`src/sv/spd_pkg.sv`:
```
// Shared types and codes for the sensor packet deframer.
// No dependencies; every other file refers to this package by scoped names.
package spd_pkg;

    // Input command codes (tuser on the input side)
    localparam logic [1:0] CMD_BYTE    = 2'd0;
    localparam logic [1:0] CMD_TICK    = 2'd1;
    localparam logic [1:0] CMD_RESTART = 2'd2;

    // Result status codes (tuser on the output side)
    localparam logic [1:0] ST_PAYLOAD   = 2'd0;
    localparam logic [1:0] ST_BAD_START = 2'd1;
    localparam logic [1:0] ST_TIMEOUT   = 2'd2;

    // Configuration register indexes
    localparam logic REG_SYNC_WORD     = 1'b0;
    localparam logic REG_TIMEOUT_TICKS = 1'b1;

    localparam logic [15:0] SYNC_WORD_RST     = 16'hEF01;
    localparam logic [31:0] TIMEOUT_TICKS_RST = 32'd5000;

    typedef enum logic [9:0] {
        PH_HUNT     = 10'b00_0000_0001,
        PH_START_LO = 10'b00_0000_0010,
        PH_ADDR0    = 10'b00_0000_0100,
        PH_ADDR1    = 10'b00_0000_1000,
        PH_ADDR2    = 10'b00_0001_0000,
        PH_ADDR3    = 10'b00_0010_0000,
        PH_TYPE     = 10'b00_0100_0000,
        PH_LEN_HI   = 10'b00_1000_0000,
        PH_LEN_LO   = 10'b01_0000_0000,
        PH_PAYLOAD  = 10'b10_0000_0000
    } phase_t;

    typedef struct packed {
        logic [1:0] cmd;
        logic [7:0] rx_byte;
    } in_item_t;

    typedef struct packed {
        logic [1:0]  status;
        logic [7:0]  data_byte;
        logic [15:0] byte_number;
        logic [7:0]  packet_type;
        logic [31:0] address;
        logic        last;
    } result_t;

    typedef struct packed {
        logic [15:0] sync_word;
        logic [31:0] timeout_ticks;
    } cfg_t;

endpackage

```
`src/sv/sensor_packet_deframer_core.sv`:
```
// Sensor packet deframer, top level. Takes received UART bytes, idle ticks and
// restart commands and pulls packets out of them: it hunts for the high byte of
// the start code, checks the low byte (a mismatch gives a bad-start result),
// captures a 4-byte address (first byte most significant), a type byte and a
// 16-bit length (high byte first), then streams each payload byte out with its
// position, the type and the address, marking as last the byte whose position
// equals the length. Idle ticks count over the whole packet, hunting included;
// reaching timeout_ticks gives a timeout result. Any end, and a restart, re-arms
// the hunt. Checksum bytes pass unchecked. A length of zero never completes; it
// ends only by timeout or restart, and the byte count saturates at 65535.
// Rate: one item per clock while the output slot is free; a result held by a
// low m_tready stalls the next item that gives a result. An accepted item sits
// in the input register, the parser settles it in one pass and its result, if
// any, is loaded into the output register, which raises m_tvalid. Items that
// give no result never wait for the output slot. The user must write
// configuration only while no item is in flight; the block itself does not
// enforce it. There is no clearing pass after reset.
// Depends on spd_pkg, spd_in_stage, spd_parse and spd_out_stage.
module sensor_packet_deframer_core (
    input  logic        clk,
    input  logic        rst_n,

    // configuration write port
    input  logic        cfg_wr_en,
    input  logic        cfg_addr,     // 0 sync_word, 1 timeout_ticks
    input  logic [31:0] cfg_data,

    // input stream
    input  logic        s_tvalid,
    output logic        s_tready,
    input  logic [7:0]  s_tdata,      // [7:0] rx_byte
    input  logic [1:0]  s_tuser,      // [1:0] cmd

    // result stream
    output logic        m_tvalid,
    input  logic        m_tready,
    output logic [63:0] m_tdata,      // [7:0] data_byte, [23:8] byte_number,
                                      // [31:24] packet_type, [63:32] address
    output logic [1:0]  m_tuser,      // [1:0] status
    output logic        m_tlast       // last
);

    spd_pkg::cfg_t     cfg_reg;
    spd_pkg::in_item_t in_item;
    spd_pkg::in_item_t item;
    spd_pkg::result_t  res;
    spd_pkg::result_t  out_res;
    logic              item_valid;
    logic              fire;
    logic              res_valid;
    logic              room;

    // Configuration registers: written on any cycle cfg_wr_en is high
    always_ff @(posedge clk or negedge rst_n)
    begin
        if (!rst_n)
        begin
            cfg_reg.sync_word     <= spd_pkg::SYNC_WORD_RST;
            cfg_reg.timeout_ticks <= spd_pkg::TIMEOUT_TICKS_RST;
        end
        else if (cfg_wr_en)
        begin
            case (cfg_addr)
                spd_pkg::REG_SYNC_WORD:     cfg_reg.sync_word     <= cfg_data[15:0];
                spd_pkg::REG_TIMEOUT_TICKS: cfg_reg.timeout_ticks <= cfg_data;
                default:                    ;
            endcase
        end
    end

    assign in_item.cmd     = s_tuser;
    assign in_item.rx_byte = s_tdata;

    // Hold the accepted item in a register ahead of the parser
    spd_in_stage u_in (
        .clk        (clk),
        .rst_n      (rst_n),
        .in_valid   (s_tvalid),
        .in_ready   (s_tready),
        .in_item    (in_item),
        .pop        (fire),
        .item_valid (item_valid),
        .item       (item)
    );

    // Advance the frame state and form the result in one pass
    spd_parse u_parse (
        .clk        (clk),
        .rst_n      (rst_n),
        .item_valid (item_valid),
        .item       (item),
        .cfg        (cfg_reg),
        .out_room   (room),
        .fire       (fire),
        .res_valid  (res_valid),
        .res        (res)
    );

    // Park the result until the sink takes it
    spd_out_stage u_out (
        .clk       (clk),
        .rst_n     (rst_n),
        .load      (fire && res_valid),
        .res       (res),
        .room      (room),
        .out_valid (m_tvalid),
        .out_ready (m_tready),
        .out_res   (out_res)
    );

    assign m_tdata = {out_res.address, out_res.packet_type,
                      out_res.byte_number, out_res.data_byte};
    assign m_tuser = out_res.status;
    assign m_tlast = out_res.last;

endmodule

```
`src/sv/spd_in_stage.sv`:
```
// Input register of the sensor packet deframer.
// Depends on spd_pkg for the item type.
module spd_in_stage (
    input  logic              clk,
    input  logic              rst_n,
    input  logic              in_valid,
    output logic              in_ready,
    input  spd_pkg::in_item_t in_item,
    input  logic              pop,
    output logic              item_valid,
    output spd_pkg::in_item_t item
);

    logic              valid_reg;
    logic              valid_next;
    spd_pkg::in_item_t item_reg;

    // Take a new item when empty or whenever the held one leaves this cycle
    assign in_ready = !valid_reg || pop;

    always_comb
    begin
        valid_next = valid_reg;
        if (in_valid && in_ready)
        begin
            valid_next = 1'b1;
        end
        else if (pop)
        begin
            valid_next = 1'b0;
        end
    end

    always_ff @(posedge clk or negedge rst_n)
    begin
        if (!rst_n)
        begin
            valid_reg <= 1'b0;
        end
        else
        begin
            valid_reg <= valid_next;
        end
    end

    always_ff @(posedge clk)
    begin
        if (in_valid && in_ready)
        begin
            item_reg <= in_item;
        end
    end

    assign item_valid = valid_reg;
    assign item       = item_reg;

endmodule

```
`src/sv/spd_parse.sv`:
```
// Frame parser of the sensor packet deframer: phase, captured header and timer.
// Depends on spd_pkg for codes, the phase type and the item/result structs.
module spd_parse (
    input  logic              clk,
    input  logic              rst_n,
    input  logic              item_valid,
    input  spd_pkg::in_item_t item,
    input  spd_pkg::cfg_t     cfg,
    input  logic              out_room,
    output logic              fire,
    output logic              res_valid,
    output spd_pkg::result_t  res
);

    spd_pkg::phase_t phase_reg;
    spd_pkg::phase_t phase_next;
    logic [31:0]     addr_reg;
    logic [31:0]     addr_next;
    logic [7:0]      type_reg;
    logic [7:0]      type_next;
    logic [15:0]     length_reg;
    logic [15:0]     length_next;
    logic [15:0]     count_reg;
    logic [15:0]     count_next;
    logic [31:0]     timer_reg;
    logic [31:0]     timer_next;
    logic [31:0]     timer_inc;
    logic [15:0]     count_inc;
    logic            hunt_hit;
    logic            done;

    // Saturating increments
    assign timer_inc = (timer_reg == '1) ? timer_reg : timer_reg + 32'd1;
    assign count_inc = (count_reg == '1) ? count_reg : count_reg + 16'd1;
    assign hunt_hit  = (item.rx_byte == cfg.sync_word[15:8]);
    assign done      = (count_inc == length_reg);

    always_comb
    begin
        phase_next  = phase_reg;
        addr_next   = addr_reg;
        type_next   = type_reg;
        length_next = length_reg;
        count_next  = count_reg;
        timer_next  = timer_reg;
        res_valid   = 1'b0;
        res         = '0;
        case (item.cmd)
            spd_pkg::CMD_RESTART:
            begin
                phase_next = spd_pkg::PH_HUNT;
                timer_next = '0;
                count_next = '0;
            end
            spd_pkg::CMD_TICK:
            begin
                timer_next = timer_inc;
                if (timer_inc >= cfg.timeout_ticks)
                begin
                    phase_next = spd_pkg::PH_HUNT;
                    timer_next = '0;
                    res_valid  = 1'b1;
                    res.status = spd_pkg::ST_TIMEOUT;
                end
            end
            spd_pkg::CMD_BYTE:
            begin
                case (phase_reg)
                    spd_pkg::PH_START_LO:
                    begin
                        if (item.rx_byte != cfg.sync_word[7:0])
                        begin
                            phase_next = spd_pkg::PH_HUNT;
                            timer_next = '0;
                            res_valid  = 1'b1;
                            res.status = spd_pkg::ST_BAD_START;
                        end
                        else
                        begin
                            phase_next = spd_pkg::PH_ADDR0;
                        end
                    end
                    spd_pkg::PH_ADDR0, spd_pkg::PH_ADDR1, spd_pkg::PH_ADDR2,
                    spd_pkg::PH_ADDR3:
                    begin
                        addr_next = {addr_reg[23:0], item.rx_byte};
                        case (phase_reg)
                            spd_pkg::PH_ADDR0: phase_next = spd_pkg::PH_ADDR1;
                            spd_pkg::PH_ADDR1: phase_next = spd_pkg::PH_ADDR2;
                            spd_pkg::PH_ADDR2: phase_next = spd_pkg::PH_ADDR3;
                            default:           phase_next = spd_pkg::PH_TYPE;
                        endcase
                    end
                    spd_pkg::PH_TYPE:
                    begin
                        type_next  = item.rx_byte;
                        phase_next = spd_pkg::PH_LEN_HI;
                    end
                    spd_pkg::PH_LEN_HI:
                    begin
                        length_next = {item.rx_byte, 8'h00};
                        phase_next  = spd_pkg::PH_LEN_LO;
                    end
                    spd_pkg::PH_LEN_LO:
                    begin
                        length_next = {length_reg[15:8], item.rx_byte};
                        count_next  = '0;
                        phase_next  = spd_pkg::PH_PAYLOAD;
                    end
                    spd_pkg::PH_PAYLOAD:
                    begin
                        count_next      = count_inc;
                        res_valid       = 1'b1;
                        res.status      = spd_pkg::ST_PAYLOAD;
                        res.data_byte   = item.rx_byte;
                        res.byte_number = count_inc;
                        res.packet_type = type_reg;
                        res.address     = addr_reg;
                        res.last        = done;
                        if (done)
                        begin
                            phase_next = spd_pkg::PH_HUNT;
                            timer_next = '0;
                        end
                    end
                    default:
                    begin
                        // hunting, and any stray code: look for the high start byte
                        phase_next = hunt_hit ? spd_pkg::PH_START_LO : spd_pkg::PH_HUNT;
                    end
                endcase
            end
            default:
            begin
                // unused command: drop it
            end
        endcase
    end

    // An item without a result never waits for the output slot
    assign fire = item_valid && (out_room || !res_valid);

    always_ff @(posedge clk or negedge rst_n)
    begin
        if (!rst_n)
        begin
            phase_reg  <= spd_pkg::PH_HUNT;
            addr_reg   <= '0;
            type_reg   <= '0;
            length_reg <= '0;
            count_reg  <= '0;
            timer_reg  <= '0;
        end
        else if (fire)
        begin
            phase_reg  <= phase_next;
            addr_reg   <= addr_next;
            type_reg   <= type_next;
            length_reg <= length_next;
            count_reg  <= count_next;
            timer_reg  <= timer_next;
        end
    end

    a_phase_onehot: assert property (@(posedge clk) disable iff (!rst_n)
        $onehot(phase_reg))
        else $error("phase register lost its one-hot code");

    a_error_rearms: assert property (@(posedge clk) disable iff (!rst_n)
        fire && res_valid && res.status != spd_pkg::ST_PAYLOAD
        |=> phase_reg == spd_pkg::PH_HUNT && timer_reg == '0)
        else $error("error result did not re-arm the hunt");

    a_last_matches_length: assert property (@(posedge clk) disable iff (!rst_n)
        fire && res_valid && res.last |-> res.byte_number == length_reg)
        else $error("last flag on a byte whose count differs from the length");

    a_payload_numbered: assert property (@(posedge clk) disable iff (!rst_n)
        fire && res_valid && res.status == spd_pkg::ST_PAYLOAD
        |-> res.byte_number != '0)
        else $error("payload byte numbered zero");

endmodule

```
`src/sv/spd_out_stage.sv`:
```
// Result register of the sensor packet deframer.
// Depends on spd_pkg for the result struct.
module spd_out_stage (
    input  logic             clk,
    input  logic             rst_n,
    input  logic             load,
    input  spd_pkg::result_t res,
    output logic             room,
    output logic             out_valid,
    input  logic             out_ready,
    output spd_pkg::result_t out_res
);

    logic             valid_reg;
    logic             valid_next;
    spd_pkg::result_t res_reg;

    // Free next cycle when empty or being taken now
    assign room = !valid_reg || out_ready;

    always_comb
    begin
        valid_next = valid_reg;
        if (load)
        begin
            valid_next = 1'b1;
        end
        else if (out_ready)
        begin
            valid_next = 1'b0;
        end
    end

    always_ff @(posedge clk or negedge rst_n)
    begin
        if (!rst_n)
        begin
            valid_reg <= 1'b0;
        end
        else
        begin
            valid_reg <= valid_next;
        end
    end

    always_ff @(posedge clk)
    begin
        if (load)
        begin
            res_reg <= res;
        end
    end

    assign out_valid = valid_reg;
    assign out_res   = res_reg;

endmodule
```
`config.mk`:
```
export PLATFORM = sky130hd
export DESIGN_NAME = sensor_packet_deframer_core
export DESIGN_NICKNAME = d
export VERILOG_FILES = /design/src/sv/spd_pkg.sv /design/src/sv/sensor_packet_deframer_core.sv /design/src/sv/spd_in_stage.sv /design/src/sv/spd_parse.sv /design/src/sv/spd_out_stage.sv
export SDC_FILE = /design/constraint.sdc
export NUM_CORES = 1
export LEC_CHECK = 0
export BUFFER_PORTS_ARGS = -buffer_cell sky130_fd_sc_hd__clkbuf_2
export CORE_MARGIN = 2
export CORE_UTILIZATION = 54
export DETAILED_ROUTE_END_ITERATION = 8
export MAX_ROUTING_LAYER = met4
export PLACE_DENSITY = 0.73
export SETUP_SLACK_MARGIN = 0.4
export SLEW_MARGIN = 20
export SYNTH_ARGS = -nofsm -noshare
export SYNTH_HDL_FRONTEND = slang
export SYNTH_SLANG_ARGS = --single-unit
```
`constraint.sdc`:
```
create_clock -name clk -period 5.55 [get_ports clk]
set_input_delay 1.11 -clock clk [delete_from_list [all_inputs] [get_ports clk]]
set_output_delay 1.11 -clock clk [all_outputs]
set_load 0.005 [all_outputs]
```
==> qor.txt <==
WHS Endpoint: u_parse.addr_reg[29]$_DFFE_PN0P_
critical path class: flop to primary output
PwrDens: 301 mW/mm2
CTS Sinks: 241
vias in the first global route: 8,635
yosys warns: 0
r2r endpoint: u_out.out_res[4]$_SDFFCE_PN0P_
dpl hpwl: 19,800 um
Detailed Route WL: 28,600 um
clock buffer depth: 3
Max Slew Vio Count: 0
chip height: 157 um
Final ANT Viol Nets: 0
first-pass GRT wire length: 46,100 um
final setup margin: 0.486 ns
drt drc: 0
Worst Clk Skew: 0.0121 ns
synthesis-to-layout area growth: 16.5%
Overall Global Routing Usage: 0.242
launching point of the worst reg2reg path: u_parse.timer_reg[20]$_DFFE_PN0P_
CP Data Required Time: 4.44 ns
type of the tightest min-delay check: flop to flop
Via density: 5.76
fin crit period: 5.06 ns
Fin Setup TNS: 0 ns
Worst R2R Path Depth: 18
combinational share of power: 0.121
EDFF count, synth: 77
n_diodes: 0
vias post-DR: 9,138
Initial DRT Pass Iterations: 7
clock slew at reported path FFs: 0.06 ns
final hold viol count: 0
sequential cell area fraction in the yosys report: 0.509
relative slew slack: 0.377
Post-Syn Nets: 1,215
Yosys cell types: 78
count of input and output buffers: 116
Clk pwr share: 0.411
grt ovf: 0
pin count of the biggest net entering global routing: 99
detailed router's first-iteration violation count: 615
Flop pwr share: 0.468
sw frac: 0.250
GP Congestion: 0.928
Yosys reg bits: 241
Final Core Density: 0.646
synthesized area: 0.0126 mm2
Post-CTS Hold Fix Bufs: 0
RSZ-0062 raised after global routing: true
Async S/R FF share, synth: 0.680
initial antenna violation count: 0
fin crit share: 0.912
status: finished, final reports clean
CTS tree: done
CTS Buf Count: 26
Peak VDD IR: 256 uV
Nets: 1,336
post-synthesis cell count: 1,133
Cell Chain, Critical Path: nand4_1, nor2_1, and4_4, nor3_4, buf_4, and3_1, xor2_1, ha_1, a21oi_1, o21ai_0, a221oi_2, o211a_1, nand2_4, o21ai_4, clkbuf_2
Die W: 157 um
layout cells sized above 1: 0.302
pre-CTS setup slack: 0.291 ns
Fmax: 0.197 GHz
clk_lat worst skew: 0.54 ns
slowest cell delay on critical path: 0.49 ns
Pint: 0.00332 W
hold_sp: u_parse.addr_reg[29]$_DFFE_PN0P_
die area: 0.0246 mm2
wire length per cell: 18.0 um
initial core utilization: 0.555
largest fanout on the critical path: 7
Top FF cell, synth: dfrtp_1
NetSw: 0.00111 W
number of flip-flops in the largest register: 67
worst endpoint data arrival time: 3.95 ns
Avg Inst Size Synth: 11.2 um2
Static Leak: 6.39 nW
Worst-Margin Slew: 0.935 ns
hold-critical path depth: 1
flop2flop setup slack: 0.71 ns
# setup viols final: 0
max-cap violation count: 0
Crit-path slowest cell: dfrtp_1
core area: 0.0228 mm2
root buffer cell: clkbuf_16
CP Capture Type: primary output
Ports: 117
row count: 55
startpoint types: flop
Max H-tree Level: 1
[worst max path at each step]
stage                                           start                        endpoint  slack (ns)  cells past startpoint
CTS                 u_parse.timer_reg[27]$_DFFE_PN0P_                        s_tready        0.41                     15
finish              u_parse.timer_reg[20]$_DFFE_PN0P_                        s_tready        0.49                     15
floorplan           u_parse.timer_reg[25]$_DFFE_PN0P_  u_out.out_res[0]$_SDFFCE_PN0P_        0.53                     17
global placement    u_parse.timer_reg[12]$_DFFE_PN0P_                        s_tready        0.31                     15
global route         u_parse.timer_reg[3]$_DFFE_PN0P_                        s_tready        0.31                     16
detailed placement   u_parse.timer_reg[4]$_DFFE_PN0P_                        s_tready        0.29                     15
[stage by stage]
step / hold WS [ns] / instances / power [W] / instance area [um2]
3_3_place_gp: 0.465 / 1515 / 0.00259 / 13500
6_report: 0.494 / 1587 / 0.00443 / 14700
3_5_place_dp: 0.484 / 1515 / 0.00261 / 13500
4_1_cts: 0.500 / 1572 / 0.00445 / 14500
2_1_floorplan: 0.450 / 1133 / 0.00242 / 12600
5_1_grt: 0.519 / 1587 / 0.00461 / 14700
[kinds of logic after synthesis]
group	count (synthesis)	share of synthesized area
AND/OR/NAND/NOR	360	0.160
flip-flops	241	0.509
AO/OA/AOI/OAI	204	0.105
multiplexers	118	0.105
buffers and inverters	107	0.0372
XOR/XNOR	69	0.0501
adder cells (fa/ha/maj)	34	0.0337
[layout by cell type (no fill, tap or decap), types with 5 or more instances in the layout]
| master | n |
|---|---|
| a41oi_1 | 6 |
| nand4_1 | 28 |
| buf_4 | 35 |
| dfrtp_1 | 145 |
| and4_1 | 5 |
| ha_1 | 33 |
| xor2_1 | 21 |
| dfrtp_2 | 5 |
| o211ai_1 | 8 |
| nor2b_1 | 7 |
| nand2_1 | 75 |
| or4_1 | 6 |
| nor3_1 | 19 |
| dfstp_2 | 14 |
| a31oi_1 | 12 |
| o21ai_0 | 44 |
| o221ai_1 | 6 |
| bufinv_16 | 5 |
| mux2_2 | 113 |
| nand2b_1 | 11 |
| or3_1 | 6 |
| xnor2_1 | 44 |
| clkinv_2 | 6 |
| edfxtp_1 | 77 |
| nand3_1 | 31 |
| nor2_1 | 50 |
| and3_1 | 13 |
| clkbuf_16 | 26 |
| nor3_4 | 6 |
| clkbuf_2 | 115 |
| a21oi_2 | 9 |
| nor4_1 | 9 |
| and2_1 | 56 |
| inv_1 | 46 |
| a21oi_1 | 75 |
[what timing repair did]
action | 4_1_cts | 5_1_grt
setup endpoints to repair | 57 | 60
buffers inserted | 9 | 15
endpoints found under the hold margin | 0 | 0
gates resized for setup | 22 | 16
pin swaps | 12 | 11
[critical path: cells and delay by family, from the launching register on]
kind | cells | cell delay, ns
AO/OA/AOI/OAI | 5 | 0.99
flip-flops | 1 | 0.49
AND/OR/NAND/NOR | 6 | 1.15
XOR/XNOR | 1 | 0.15
adder cells (fa/ha/maj) | 1 | 0.29
buffers and inverters | 2 | 0.32
[layout make-up]
cell class	count	area, um2
clock inverter	17	224
multi-input combinational	785	5910
clock buffer	31	689
inverter	47	180
sequential	241	6440
tap	313	392
timing repair buffer	153	890
fill	1750	8050
[power groups by stage]
stage | combinational (W) | sequential, W | clock [W]
2_1_floorplan | 0.000352 | 0.00207 | 0
3_3_place_gp | 0.000487 | 0.00210 | 0
3_5_place_dp | 0.000503 | 0.00211 | 0
4_1_cts | 0.000516 | 0.00208 | 0.00185
5_1_grt | 0.000602 | 0.00209 | 0.00192
6_report | 0.000535 | 0.00208 | 0.00182
[cells in the mapped netlist (9+ instances only)]
library cell	instances	area, um2
o21ai_0	45	225
nand3_1	31	155
clkbuf_1	35	131
and2_1	56	350
nand4_1	28	175
dfrtp_1	150	3750
dfstp_2	14	368
xnor2_1	46	403
buf_2	9	45.0
xor2_1	21	184
inv_1	47	176
nor4_1	11	68.8
a21oi_2	9	78.8
a21oi_1	75	375
edfxtp_1	77	2310
nor2_1	54	203
buf_4	9	67.6
mux2_2	113	1270
nand2b_1	11	68.8
and3_1	13	81.3
nand2_1	77	289
nor3_1	26	130
ha_1	34	425
a31oi_1	12	75.1
[metal layers]
layer  vias to the layer above  track usage  share of wire  routed length, um
li1                       4374            -              -                  -
met1                      4449        0.336           0.45              12900
met2                       269        0.378           0.47              13500
met3                        46       0.0308          0.052               1490
met4                         0       0.0699          0.023                652
met5                         -            -              0                  0
Power figures use the tool's default switching activity.
